<file path="config.mk">
export PLATFORM = sky130hd
export DESIGN_NAME = command_frame_receiver_flat
export DESIGN_NICKNAME = d
export VERILOG_FILES = /design/src/rtl/cfr_pkg.sv /design/src/rtl/cfr_if.sv /design/src/rtl/cfr_parser.sv /design/src/rtl/cfr_decode.sv /design/src/rtl/command_frame_receiver.sv /design/src/flat_wrapper.sv
export SDC_FILE = /design/constraint.sdc
export NUM_CORES = 1
export LEC_CHECK = 0
export BUFFER_PORTS_ARGS = -buffer_cell sky130_fd_sc_hd__buf_2
export CAP_MARGIN = 20
export CORE_MARGIN = 2
export CORE_UTILIZATION = 30
export CTS_BUF_LIST = sky130_fd_sc_hd__clkbuf_2
export CTS_CLUSTER_DIAMETER = 120
export DETAILED_ROUTE_END_ITERATION = 16
export HOLD_SLACK_MARGIN = 0.12
export PLACE_DENSITY = 0.46
export SYNTH_ARGS = -nofsm -noshare
export SYNTH_HDL_FRONTEND = slang
export SYNTH_SLANG_ARGS = --single-unit
</file>
<file path="constraint.sdc">
create_clock -name clk -period 10.4 [get_ports clk]
set_input_delay 1.56 -clock clk [delete_from_list [all_inputs] [get_ports clk]]
set_output_delay 1.56 -clock clk [all_outputs]
set_load 0.01 [all_outputs]
</file>
<file path="src/rtl/cfr_pkg.sv">
// ----------------------------------------------------------------------------
// cfr_pkg
// Types and constants shared by the command frame receiver.
// ----------------------------------------------------------------------------
package cfr_pkg;

  // frame bytes
  localparam logic [7:0] HDR_FIRST    = 8'hAA;
  localparam logic [7:0] HDR_SECOND   = 8'hAF;
  localparam logic [7:0] FUNC_BOUND   = 8'hF1;
  localparam logic [7:0] LENGTH_BOUND = 8'd50;

  // parser phases
  localparam logic [2:0] PH_HDR_FIRST  = 3'd0;
  localparam logic [2:0] PH_HDR_SECOND = 3'd1;
  localparam logic [2:0] PH_FUNC       = 3'd2;
  localparam logic [2:0] PH_LENGTH     = 3'd3;
  localparam logic [2:0] PH_PAYLOAD    = 3'd4;
  localparam logic [2:0] PH_CHECK      = 3'd5;

  // function codes with a meaning
  localparam logic [7:0] FN_DIRECTION = 8'h02;
  localparam logic [7:0] FN_SPEED     = 8'h03;
  localparam logic [7:0] FN_LIGHTS    = 8'h04;
  localparam logic [7:0] FN_PAN       = 8'h05;
  localparam logic [7:0] FN_POWER     = 8'h06;
  localparam logic [7:0] FN_HEARTBEAT = 8'h09;
  localparam logic [7:0] FN_ACK_FIRST = 8'h13;
  localparam logic [7:0] FN_ACK_LAST  = 8'h15;

  localparam logic [7:0] HEARTBEAT_MARK = 8'd99;
  localparam logic [7:0] POWER_ON       = 8'd1;

  // sum of the fixed acknowledgement bytes AA, AA, EF, 02
  localparam logic [7:0] ACK_FIXED_SUM = 8'h45;

  localparam logic [7:0]  LIGHT_FULL  = 8'd100;
  localparam logic [13:0] LIGHT_SCALE = 14'd100;
  localparam logic [13:0] LIGHT_MAX   = 14'd10000;

  // command kinds
  localparam logic [2:0] KIND_DIRECTION = 3'd0;
  localparam logic [2:0] KIND_SPEED     = 3'd1;
  localparam logic [2:0] KIND_LIGHTS    = 3'd2;
  localparam logic [2:0] KIND_PAN       = 3'd3;
  localparam logic [2:0] KIND_POWER     = 3'd4;
  localparam logic [2:0] KIND_HEARTBEAT = 3'd5;
  localparam logic [2:0] KIND_ACK       = 3'd6;

  typedef logic [7:0] slots_t [4];

  // completed frame handed from parser to decoder
  typedef struct packed {
    logic [7:0] function_code;
    logic [7:0] running_sum;
    logic [7:0] checksum;
    logic [7:0] slot0;
    logic [7:0] slot1;
    logic [7:0] slot2;
    logic [7:0] slot3;
  } frame_t;

  function automatic logic [13:0] light_value(logic [7:0] b);
    logic [6:0] d;
    d = 7'(LIGHT_FULL - b);
    if (b > LIGHT_FULL) return LIGHT_MAX;
    return 14'(d) * LIGHT_SCALE;
  endfunction

endpackage

</file>
<file path="src/rtl/cfr_if.sv">
// ----------------------------------------------------------------------------
// cfr_if
// Valid/ready channels for received bytes and decoded commands.
// ----------------------------------------------------------------------------
interface cfr_byte_if;
  logic       valid;
  logic       ready;
  logic [7:0] byte_in;

  modport source (output valid, output byte_in, input ready);
  modport sink (input valid, input byte_in, output ready);
endinterface

interface cfr_cmd_if;
  logic        valid;
  logic        ready;
  logic [2:0]  command_kind;
  logic [15:0] command_value;
  logic [13:0] light_a;
  logic [13:0] light_b;
  logic [13:0] light_c;
  logic [13:0] light_d;
  logic [7:0]  ack_function;
  logic [7:0]  ack_sum;
  logic [7:0]  ack_check;

  modport source (
    output valid, output command_kind, output command_value,
    output light_a, output light_b, output light_c, output light_d,
    output ack_function, output ack_sum, output ack_check,
    input ready
  );
  modport sink (
    input valid, input command_kind, input command_value,
    input light_a, input light_b, input light_c, input light_d,
    input ack_function, input ack_sum, input ack_check,
    output ready
  );
endinterface

</file>
<file path="src/rtl/cfr_parser.sv">
// ----------------------------------------------------------------------------
// cfr_parser
// Byte-wise frame state machine with a register holding the last frame.
// ----------------------------------------------------------------------------
module cfr_parser (
  input  logic          clk,
  input  logic          rst,
  input  logic          accept,
  input  logic [7:0]    byte_in,
  input  logic          advance,
  output logic          frame_valid,
  output cfr_pkg::frame_t frame
);
  import cfr_pkg::*;

  logic [2:0] phase, phase_next;
  logic [5:0] bytes_left, bytes_left_next;
  logic [5:0] payload_count, payload_count_next;
  logic [7:0] running_sum, running_sum_next;
  logic [7:0] function_code, function_code_next;
  slots_t     slots, slots_next;
  logic       frame_load;
  logic       slot_store;
  logic [7:0] sum_add;

  assign sum_add    = running_sum + byte_in;
  assign slot_store = (payload_count < 6'd4);

  always_comb begin
    phase_next         = PH_HDR_FIRST;
    bytes_left_next    = bytes_left;
    payload_count_next = payload_count;
    running_sum_next   = running_sum;
    function_code_next = function_code;
    slots_next         = slots;
    frame_load         = 1'b0;
    unique case (phase)
      PH_HDR_FIRST: begin
        if (byte_in == HDR_FIRST) begin
          phase_next       = PH_HDR_SECOND;
          running_sum_next = byte_in;
        end
      end
      PH_HDR_SECOND: begin
        if (byte_in == HDR_SECOND) begin
          phase_next       = PH_FUNC;
          running_sum_next = sum_add;
        end
      end
      PH_FUNC: begin
        if (byte_in < FUNC_BOUND) begin
          phase_next         = PH_LENGTH;
          function_code_next = byte_in;
          running_sum_next   = sum_add;
        end
      end
      PH_LENGTH: begin
        if (byte_in < LENGTH_BOUND) begin
          phase_next         = PH_PAYLOAD;
          bytes_left_next    = byte_in[5:0];
          payload_count_next = '0;
          running_sum_next   = sum_add;
        end
      end
      PH_PAYLOAD: begin
        // zero length drops the frame on whatever byte comes next
        if (bytes_left != '0) begin
          bytes_left_next    = bytes_left - 6'd1;
          payload_count_next = payload_count + 6'd1;
          running_sum_next   = sum_add;
          if (slot_store) slots_next[payload_count[1:0]] = byte_in;
          phase_next = (bytes_left == 6'd1) ? PH_CHECK : PH_PAYLOAD;
        end
      end
      PH_CHECK: begin
        // short frames overwrite the next slot with their checksum
        if (slot_store) slots_next[payload_count[1:0]] = byte_in;
        frame_load = 1'b1;
      end
      default: phase_next = PH_HDR_FIRST;
    endcase
  end

  always_ff @(posedge clk) begin
    if (rst) begin
      phase         <= PH_HDR_FIRST;
      bytes_left    <= '0;
      payload_count <= '0;
      running_sum   <= '0;
      function_code <= '0;
      slots         <= '{default: 8'd0};
      frame_valid   <= 1'b0;
    end else begin
      if (accept) begin
        phase         <= phase_next;
        bytes_left    <= bytes_left_next;
        payload_count <= payload_count_next;
        running_sum   <= running_sum_next;
        function_code <= function_code_next;
        slots         <= slots_next;
      end
      if (accept && frame_load) frame_valid <= 1'b1;
      else if (advance)         frame_valid <= 1'b0;
    end
  end

  always_ff @(posedge clk) begin
    if (accept && frame_load) begin
      frame.function_code <= function_code;
      frame.running_sum   <= running_sum;
      frame.checksum      <= byte_in;
      frame.slot0         <= slots_next[0];
      frame.slot1         <= slots_next[1];
      frame.slot2         <= slots_next[2];
      frame.slot3         <= slots_next[3];
    end
  end

endmodule

</file>
<file path="src/rtl/cfr_decode.sv">
// ----------------------------------------------------------------------------
// cfr_decode
// Turns a completed frame into a command word and holds it for the sink.
// ----------------------------------------------------------------------------
module cfr_decode (
  input  logic            clk,
  input  logic            rst,
  input  logic [15:0]     speed_limit,
  input  logic            frame_valid,
  input  cfr_pkg::frame_t frame,
  output logic            load_ok,
  cfr_cmd_if.source       cmd
);
  import cfr_pkg::*;

  logic        hit;
  logic [2:0]  kind;
  logic [15:0] value;
  logic [13:0] la, lb, lc, ld;
  logic [7:0]  afn, asum, achk;
  logic [15:0] speed;

  assign load_ok = !cmd.valid || cmd.ready;
  assign speed   = {frame.slot0, frame.slot1};

  always_comb begin
    hit   = 1'b0;
    kind  = KIND_DIRECTION;
    value = '0;
    la    = '0;
    lb    = '0;
    lc    = '0;
    ld    = '0;
    afn   = '0;
    asum  = '0;
    achk  = '0;
    if (frame.checksum == frame.running_sum) begin
      unique case (frame.function_code) inside
        FN_DIRECTION: begin
          hit   = 1'b1;
          kind  = KIND_DIRECTION;
          value = 16'(frame.slot0);
        end
        FN_SPEED: begin
          hit   = 1'b1;
          kind  = KIND_SPEED;
          value = (speed > speed_limit) ? 16'd0 : speed;
        end
        FN_LIGHTS: begin
          hit  = 1'b1;
          kind = KIND_LIGHTS;
          la   = light_value(frame.slot0);
          lb   = light_value(frame.slot1);
          lc   = light_value(frame.slot2);
          ld   = light_value(frame.slot3);
        end
        FN_PAN: begin
          hit   = 1'b1;
          kind  = KIND_PAN;
          value = 16'(frame.slot0);
        end
        FN_POWER: begin
          hit   = 1'b1;
          kind  = KIND_POWER;
          value = 16'(frame.slot0 == POWER_ON);
        end
        FN_HEARTBEAT: begin
          hit  = (frame.slot0 == HEARTBEAT_MARK);
          kind = KIND_HEARTBEAT;
        end
        [FN_ACK_FIRST:FN_ACK_LAST]: begin
          hit  = 1'b1;
          kind = KIND_ACK;
          afn  = frame.function_code;
          asum = frame.running_sum;
          achk = ACK_FIXED_SUM + frame.function_code + frame.running_sum;
        end
        default: hit = 1'b0;
      endcase
    end
  end

  always_ff @(posedge clk) begin
    if (rst) begin
      cmd.valid <= 1'b0;
    end else if (load_ok) begin
      cmd.valid <= frame_valid && hit;
    end
  end

  always_ff @(posedge clk) begin
    if (load_ok) begin
      cmd.command_kind  <= kind;
      cmd.command_value <= value;
      cmd.light_a       <= la;
      cmd.light_b       <= lb;
      cmd.light_c       <= lc;
      cmd.light_d       <= ld;
      cmd.ack_function  <= afn;
      cmd.ack_sum       <= asum;
      cmd.ack_check     <= achk;
    end
  end

endmodule

</file>
<file path="src/rtl/command_frame_receiver.sv">
// ----------------------------------------------------------------------------
// command_frame_receiver
// Parses serial command frames and emits one decoded command per good frame.
// ----------------------------------------------------------------------------
// Usage:
//   rx carries one received byte per word (valid/ready). cmd carries one
//   decoded command per word; fields a command kind does not use are zero.
//   speed_limit_we/speed_limit_wdata write the speed limit; write it only
//   while no frame is in flight.
// Throughput: one byte per cycle, sustained, as long as cmd is drained.
// Path: when a frame's checksum byte is accepted, the frame register loads
//   with that byte; the command register then loads from the frame register
//   as soon as cmd can take it, and the command appears on cmd.
// Stall: while cmd is held, the parser keeps taking bytes until the next
//   frame completes into the frame register; from then on rx drops ready
//   until cmd drains.
// Reset: parser returns to header search, payload slots clear, speed limit
//   returns to 20000, both registers empty.
// ----------------------------------------------------------------------------
module command_frame_receiver (
  input  logic        clk,
  input  logic        rst,
  input  logic        speed_limit_we,
  input  logic [15:0] speed_limit_wdata,
  cfr_byte_if.sink    rx,
  cfr_cmd_if.source   cmd
);
  import cfr_pkg::*;

  logic [15:0] speed_limit;
  logic        frame_valid;
  frame_t      frame;
  logic        load_ok;
  logic        accept;

  assign rx.ready = !frame_valid || load_ok;
  assign accept   = rx.valid && rx.ready;

  always_ff @(posedge clk) begin
    if (rst) begin
      speed_limit <= 16'd20000;
    end else if (speed_limit_we) begin
      speed_limit <= speed_limit_wdata;
    end
  end

  cfr_parser u_parser (
    .clk         (clk),
    .rst         (rst),
    .accept      (accept),
    .byte_in     (rx.byte_in),
    .advance     (load_ok),
    .frame_valid (frame_valid),
    .frame       (frame)
  );

  cfr_decode u_decode (
    .clk         (clk),
    .rst         (rst),
    .speed_limit (speed_limit),
    .frame_valid (frame_valid),
    .frame       (frame),
    .load_ok     (load_ok),
    .cmd         (cmd)
  );

`ifndef SYNTH
  a_rise_from_frame: assert property (@(posedge clk) disable iff (rst)
    $rose(cmd.valid) |-> $past(frame_valid))
    else $error("command appeared without a completed frame");

  a_lights_only: assert property (@(posedge clk) disable iff (rst)
    (cmd.valid && cmd.command_kind != KIND_LIGHTS) |->
      (cmd.light_a == 14'd0 && cmd.light_d == 14'd0))
    else $error("light fields set on a non-light command");

  a_ack_check: assert property (@(posedge clk) disable iff (rst)
    (cmd.valid && cmd.command_kind == KIND_ACK) |->
      (cmd.ack_check == 8'(ACK_FIXED_SUM + cmd.ack_function + cmd.ack_sum)))
    else $error("acknowledge checksum inconsistent");

  a_frame_held: assert property (@(posedge clk) disable iff (rst)
    (frame_valid && !load_ok) |=> (frame_valid && $stable(frame)))
    else $error("pending frame lost while command stalled");
`endif

endmodule
</file>
<file path="src/flat_wrapper.sv">
// flat-port wrapper written by rule: the top's interface ports become plain ports
module command_frame_receiver_flat import cfr_pkg::*;
  (clk, rst, speed_limit_we, speed_limit_wdata, rx_valid, rx_byte_in, rx_ready, cmd_valid, cmd_command_kind, cmd_command_value, cmd_light_a, cmd_light_b, cmd_light_c, cmd_light_d, cmd_ack_function, cmd_ack_sum, cmd_ack_check, cmd_ready);
  cfr_byte_if rx_i ();
  cfr_cmd_if cmd_i ();
  input  logic clk;
  input  logic rst;
  input  logic speed_limit_we;
  input  logic [15:0] speed_limit_wdata;
  input wire logic [$bits(rx_i.valid)-1:0] rx_valid;
  input wire logic [$bits(rx_i.byte_in)-1:0] rx_byte_in;
  output wire logic [$bits(rx_i.ready)-1:0] rx_ready;
  output wire logic [$bits(cmd_i.valid)-1:0] cmd_valid;
  output wire logic [$bits(cmd_i.command_kind)-1:0] cmd_command_kind;
  output wire logic [$bits(cmd_i.command_value)-1:0] cmd_command_value;
  output wire logic [$bits(cmd_i.light_a)-1:0] cmd_light_a;
  output wire logic [$bits(cmd_i.light_b)-1:0] cmd_light_b;
  output wire logic [$bits(cmd_i.light_c)-1:0] cmd_light_c;
  output wire logic [$bits(cmd_i.light_d)-1:0] cmd_light_d;
  output wire logic [$bits(cmd_i.ack_function)-1:0] cmd_ack_function;
  output wire logic [$bits(cmd_i.ack_sum)-1:0] cmd_ack_sum;
  output wire logic [$bits(cmd_i.ack_check)-1:0] cmd_ack_check;
  input wire logic [$bits(cmd_i.ready)-1:0] cmd_ready;
  assign rx_i.valid = rx_valid;
  assign rx_i.byte_in = rx_byte_in;
  assign rx_ready = rx_i.ready;
  assign cmd_valid = cmd_i.valid;
  assign cmd_command_kind = cmd_i.command_kind;
  assign cmd_command_value = cmd_i.command_value;
  assign cmd_light_a = cmd_i.light_a;
  assign cmd_light_b = cmd_i.light_b;
  assign cmd_light_c = cmd_i.light_c;
  assign cmd_light_d = cmd_i.light_d;
  assign cmd_ack_function = cmd_i.ack_function;
  assign cmd_ack_sum = cmd_i.ack_sum;
  assign cmd_ack_check = cmd_i.ack_check;
  assign cmd_i.ready = cmd_ready;
  command_frame_receiver u_core (.clk(clk), .rst(rst), .speed_limit_we(speed_limit_we), .speed_limit_wdata(speed_limit_wdata), .rx(rx_i), .cmd(cmd_i));
endmodule
</file>
# Yosys cells after proc, flatten, opt, wreduce, memory -nomap -nowiden
# Cells that the tools add are included.
word_totals:
  regBits: 228
  in_bits: 29
  out_inout_bits: 101
  wordCells: 150
op_classes:
  addsub: 9
  n_mul: 4
  n_lt_le_gt_ge: 12
  n_eq_ne: 22
  n_mux: 53
  bitwise_logic: 1
  n_reduce_logical: 21
ops:
  columns: ["cell", "n"]
  rows:
  - ["two-way mux 14 bit", 8]
  - ["two-way mux 32 bit", 2]
  - ["case mux 32 bit (2 select lines)", 1]
  - ["multiplier 7 x 5 -> 12 bit (second input constant)", 4]
  - ["two-way mux 8 bit", 6]
  - ["case mux 16 bit (3 select lines)", 1]
  - ["case mux 8 bit (5 select lines)", 1]
  - ["bitwise mux 32 bit", 1]
  - ["greater-than comparator 8 x 7 -> 1 bit (second input constant)", 4]
  - ["subtractor 7 bit (first input constant)", 4]
  - ["equality test 8 x 3 -> 1 bit (second input constant)", 3]
  - ["two-way mux 6 bit", 4]
  - ["case mux 6 bit (2 select lines)", 2]
  - ["two-way mux 1 bit", 18]
  - ["case mux 3 bit (6 select lines)", 1]
  - ["adder 8 bit", 2]
  - ["demux 8 bit (select 2 bit)", 1]
  - ["equality test 8 x 2 -> 1 bit (second input constant)", 2]
  - ["equality test 8 bit (second input constant)", 2]
  - ["greater-than comparator 16 bit", 1]
  - ["two-way mux 16 bit", 1]
  - ["case mux 3 bit (5 select lines)", 1]
  - ["!= test 2 bit (second input constant)", 5]
  - ["adder 7 x 8 -> 8 bit (first input constant)", 1]
  - ["34 further kinds", 46]

# Logic depth before layout (Yosys ltp)
logic_depth:
  depth_word: 9
  depth_mapped: 18
  mapped_depth_nobuf: 18

# By module
# From an unflattened synthesis, not the netlist that was laid out.
unflattened:
  cells_unflattened: 1213
  hier_area_um2: 13187.6
modules_own_cells:
  columns: ["module", "n_inst", "cells_each", "area_each_um2", "seq_area_each_um2"]
  rows:
  - ["cfr_decode", 1, 684, 7205.7, 2752.6]
  - ["cfr_parser", 1, 475, 5375.2, 2962.8]
  - ["command_frame_receiver", 1, 54, 606.8, 320.3]

# Worst setup path before layout
# OpenSTA, ideal clock, no wires.
synth_path:
  path_type: "input-to-reg"
  start: "in cmd_ready"
  end: "reg u_core.u_parser.frame[0] (netlist name)"
  setup_time_ps: 410
  arrival_ps: 3704
  required_time_ps: 9990
  slack_ps: 6285
  path_stages: 7
  path_buffers: 2
  path_cell_list: "nor2b_1 nand2_1 and2_1 clkbuf_1 clkbuf_1 nand3_1 inv_1"
synth_between:
  elab_chain_cells: 4
synth_lines:
  columns: ["item", "line", "text"]
  rows:
  - ["from (decl)", "flat_wrapper.sv:23", "input wire logic [$bits(cmd_i.ready)-1:0] cmd_ready;"]
  - ["logical OR 1 bit", "cfr_decode.sv:23", "assign load_ok = !cmd.valid || cmd.ready;"]
  - ["logical OR 1 bit", "command_frame_receiver.sv:36", "assign rx.ready = !frame_valid || load_ok;"]
  - ["net rx_ready", "flat_wrapper.sv:12", "output wire logic [$bits(rx_i.ready)-1:0] rx_ready;"]
  - ["logical AND 1 bit", "command_frame_receiver.sv:37", "assign accept = rx.valid && rx.ready;"]
  - ["logical AND 1 bit", "cfr_parser.sv:108", "if (accept && frame_load) begin"]
# The timed path passes the listed nets, and every way through them passes these cells.
# A chain may end at the register's enable or synchronous reset.

# Worst setup path in the final report
layout_path:
  start: "reg u_core.u_parser.frame[24] (netlist name)"
  end: "reg u_core.u_decode.cmd.light_a[13], data pin"
layout_between:
  elab_chain_cells: 5
  elab_cells_between_ends: 7
layout_lines:
  columns: ["item", "line", "text"]
  rows:
  - ["parallel branches: the longest is 4 deep, another holds multiplier 7 x 5 -> 12 bit", null, null]
  - ["two-way mux 14 bit (*)", "cfr_pkg.sv:67", "return 14'(d) * LIGHT_SCALE;"]
  - ["to (signal assigned)", "cfr_decode.sv:95", "cmd.light_a <= la;"]
  - ["to (decl)", "cfr_if.sv:29", "output light_a, output light_b, output light_c, output light_d,"]
# Mark *: on every way between the ends. The select of a mux whose other input is x is not followed.

==> impl_metrics.ini <==
[drt]
vias = 9173
drt_drc_violations_left = 0
dr.pass1.iters = 5
wl_per_cell_um = 15.5
drtIter0Drc = 537
ant_nets = 0
viasPerCell = 4.62
routed_wirelength_um = 30700

[yosys]
synth_ff_type = edfxtp_1
seq_area_frac_synth_pct = 46.8
syn-cell-area_sq_um = 12900
synth_top_family_by_area = adder cells
synth-simple-area-share_pct = 14.5
synth_compound_gate_area_share_pct = 9.29
muxShareOfSynthArea_pct = 3.37
avgSynthCellArea_sq_um = 10.4
ys_async_sr_fraction_pct = 0
yosys_warnings = 0
synth_fa_ha_area_share_pct = 16.0
synthXorXnorAreaFrac_pct = 5.10
synth_edf_count = 147
synth_cell_types = 69
synth_cells = 1238
synth-seq-cells = 228

[placement]
port_buffers = 121
gp_congestion = 0.771
dp_hpwl_um = 21800
dp_slack_ps = 6460
placed_cell_area_sq_um = 14000

[floorplanning]
die_x_um = 211
num_io_pins = 130
start_util_pct = 30.6
core-area_sq_um = 42100
rows = 75
die_h_um = 211
fp.dieArea_sq_um = 44600

[sta]
maxSlewHeadroom_pct = 33.7
setup_viol = 0
fmax_mhz = 253
setup_slack_ps = 6450
fin_skew_ps = 77.1
maxSlewViolCount = 0
tns_ps = 0
hold_viol_final = 0
min_period_over_period_pct = 38.0
finalCriticalPeriod_ps = 3950
rsz0062_at_grt = no
worst_pin_slew_ps = 981

[setup_path]
endpoint_kind = flop
slowest_stage = edfxtp_1
crit_chain = inv_1 -> ha_1 -> xnor2_1 -> inv_1 -> ha_1 -> ha_1 -> inv_1 -> fa_1 -> inv_1 -> ha_1 -> a21oi_1 -> o22ai_1 -> o41ai_1 -> xnor2_1 -> a21oi_1
critPathKind = flop to flop
cp_max_fo = 10
path_buf_inv = 4
crit_arrival_ps = 4570
critPathLaunchType = flop
cp_data_required_time_ps = 11020
crit_family = adder cells
critPathMaxStageDelay_ps = 570

[clock_tree]
cts.repair.resized = 0
clk_pin_slew_ps = 90
post_cts_buffers = 0
clockRootBuffer = clkbuf_2
cts.sinks = 228
htree_levels = 3
cts_buffers = 69
cts_tree = built
clk_latency_ps = 920
cts_max_path_buffers = 3
cts_hold_buf = 0

[power_and_ir_drop]
power.leakage_nw = 6.68
p_switching_mw = 0.447
p_int_mw = 1.30
swShare_pct = 25.5
pwr-share-seq_pct = 54.9
ir_worst_vdd_mv = 0.0532
combPwrFrac_pct = 3.4
p_clk_share_pct = 41.8
pwr_density_cell_nw_per_um2 = 119

[job]
drv_cap = 0

[finish]
nets = 1584
area_growth_syn_to_layout_pct = 13.7
final_common_cell = ha_1
final_cell_mix = 149 x ha_1, 147 x edfxtp_1, 135 x nor2_1
drive_gt1_share_pct = 18.5
design_area_sq_um = 14700

[status]
status = finished clean

[grt]
grt_pass1_vias = 9098
grt_antenna_before_repair = 2
grtUsageTotal_pct = 13.9
grt_overflow = 0
grt_pass1_wl_um = 48800
grt_max_degree = 72

[hold_path]
hold_class = flop to flop
-- worst register-to-register path, delay by kind of cell, from the launching register on --
kind            cells  cell delay, ps
compound gates      4             780
fa+ha+maj           5            1630
flops               1             570
buf+inv             4             330
xor+xnor            2             380
-- cell type report --
| class | count | area [sq um] |
|---|---|---|
| fillers | 4283 | 27500 |
| multi-input cells | 871 | 6260 |
| flip-flops and latches | 228 | 6040 |
| well taps | 539 | 674 |
| repair buffers | 125 | 636 |
| clock buffers | 97 | 485 |
| inverters | 101 | 382 |
| clock inverters | 24 | 175 |
| diodes | 1 | 2.50 |
-- routing by layer --
| layer | GRT usage, % | up-vias | share of wire, % |
|---|---|---|---|
| li1 | - | 4643 | - |
| met1 | 18.7 | 4302 | 48 |
| met2 | 21.7 | 181 | 45 |
| met3 | 3.41 | 47 | 4.9 |
| met4 | 5.32 | 0 | 1.9 |
| met5 | 0 | - | 0 |
-- kinds of logic (layout without fill, tap and decap cells) --
group                    count (synthesis)  count (layout)
AND/OR/NAND/NOR                        382             382
flip-flops                             228             228
AO/OA/AOI/OAI                          201             201
adder cells (fa/ha/maj)                159             159
buffers and inverters                  150             347
XOR/XNOR                                75              75
multiplexers                            42              42
other                                    1              13
-- flip-flops by register name, summed over array words and instances (netlist names), 6 cells and up --
register and count:
u_core.u_decode.cmd.ack_sum 8, u_core.u_parser.slots 32, u_core.u_decode.cmd.light_b 12, u_core.u_decode.cmd.light_a 12, u_core.u_decode.cmd.ack_function 8, u_core.u_parser.bytes_left 6, u_core.speed_limit 16, u_core.u_decode.cmd.command_value 16
u_core.u_decode.cmd.light_d 12, u_core.u_decode.cmd.ack_check 8, u_core.u_parser.running_sum 8, u_core.u_parser.function_code 8, u_core.u_decode.cmd.light_c 12, u_core.u_parser.frame 56, u_core.u_parser.payload_count 6
-- power groups by stage --
stage               combinational (mW)  sequential, mW  clock [mW]
global route                    0.0659           0.962       0.819
global placement                0.0586           0.981           0
CTS                             0.0592           0.961       0.774
finish                          0.0587           0.961       0.731
detailed placement              0.0590           0.981           0
floorplan                       0.0396           0.981           0
-- stage by stage --
stage / instances / utilization (%) / hold WS, ps / power, mW
floorplan: 1249 / - / 408 / 1.02
global placement: 1864 / 33.2 / 414 / 1.04
detailed placement: 1864 / 33.2 / 412 / 1.04
CTS: 1985 / 34.8 / 428 / 1.79
global route: 1986 / 34.8 / 462 / 1.85
finish: 1986 / 34.8 / 426 / 1.75
-- synth_stat cells (3+ instances only) --
master | instances | area, sq um
nor4_1 | 5 | 31.3
o21ai_0 | 43 | 215
inv_1 | 101 | 379
clkbuf_1 | 21 | 78.8
mux2_2 | 10 | 113
or2_2 | 7 | 43.8
nor2_1 | 135 | 507
o21ai_1 | 9 | 45.0
o211ai_1 | 8 | 60.1
nor2b_1 | 18 | 113
a22o_1 | 7 | 61.3
a41oi_1 | 3 | 26.3
nor3_1 | 13 | 65.1
o21bai_1 | 3 | 22.5
xor2_1 | 44 | 385
buf_2 | 14 | 70.1
o41ai_1 | 4 | 35.0
a31oi_1 | 5 | 31.3
nand4_1 | 8 | 50.1
buf_4 | 10 | 75.1
and2_1 | 29 | 181
nand2b_1 | 19 | 119
or3_1 | 6 | 37.5
ha_1 | 149 | 1860
xnor2_1 | 31 | 272
fa_1 | 10 | 200
a21o_1 | 10 | 75.1
a21oi_1 | 85 | 425
and3_1 | 3 | 18.8
nand3_1 | 23 | 115
dfxtp_1 | 81 | 1620
nand2_1 | 94 | 353
a22oi_1 | 5 | 37.5
mux2i_1 | 31 | 310
o21a_1 | 3 | 22.5
edfxtp_1 | 147 | 4410
-- worst paths after layout --
kind | startpoint | endpoint | slack, ps | cells after the start
max | u_core.u_parser.frame[24]$_DFFE_PP_ | u_core.u_decode.cmd.light_a[13]$_SDFFCE_PN0P_ | 6450 | 15
min | u_core.u_parser.function_code[4]$_SDFFE_PP0P_ | u_core.u_parser.frame[52]$_DFFE_PP_ | 430 | 0
max reg2reg | u_core.u_parser.frame[24]$_DFFE_PP_ | u_core.u_decode.cmd.light_a[13]$_SDFFCE_PN0P_ | 6450 | 15
min reg2reg | u_core.u_parser.function_code[4]$_SDFFE_PP0P_ | u_core.u_parser.frame[52]$_DFFE_PP_ | 430 | 0
(Power assumes the default switching activity.)
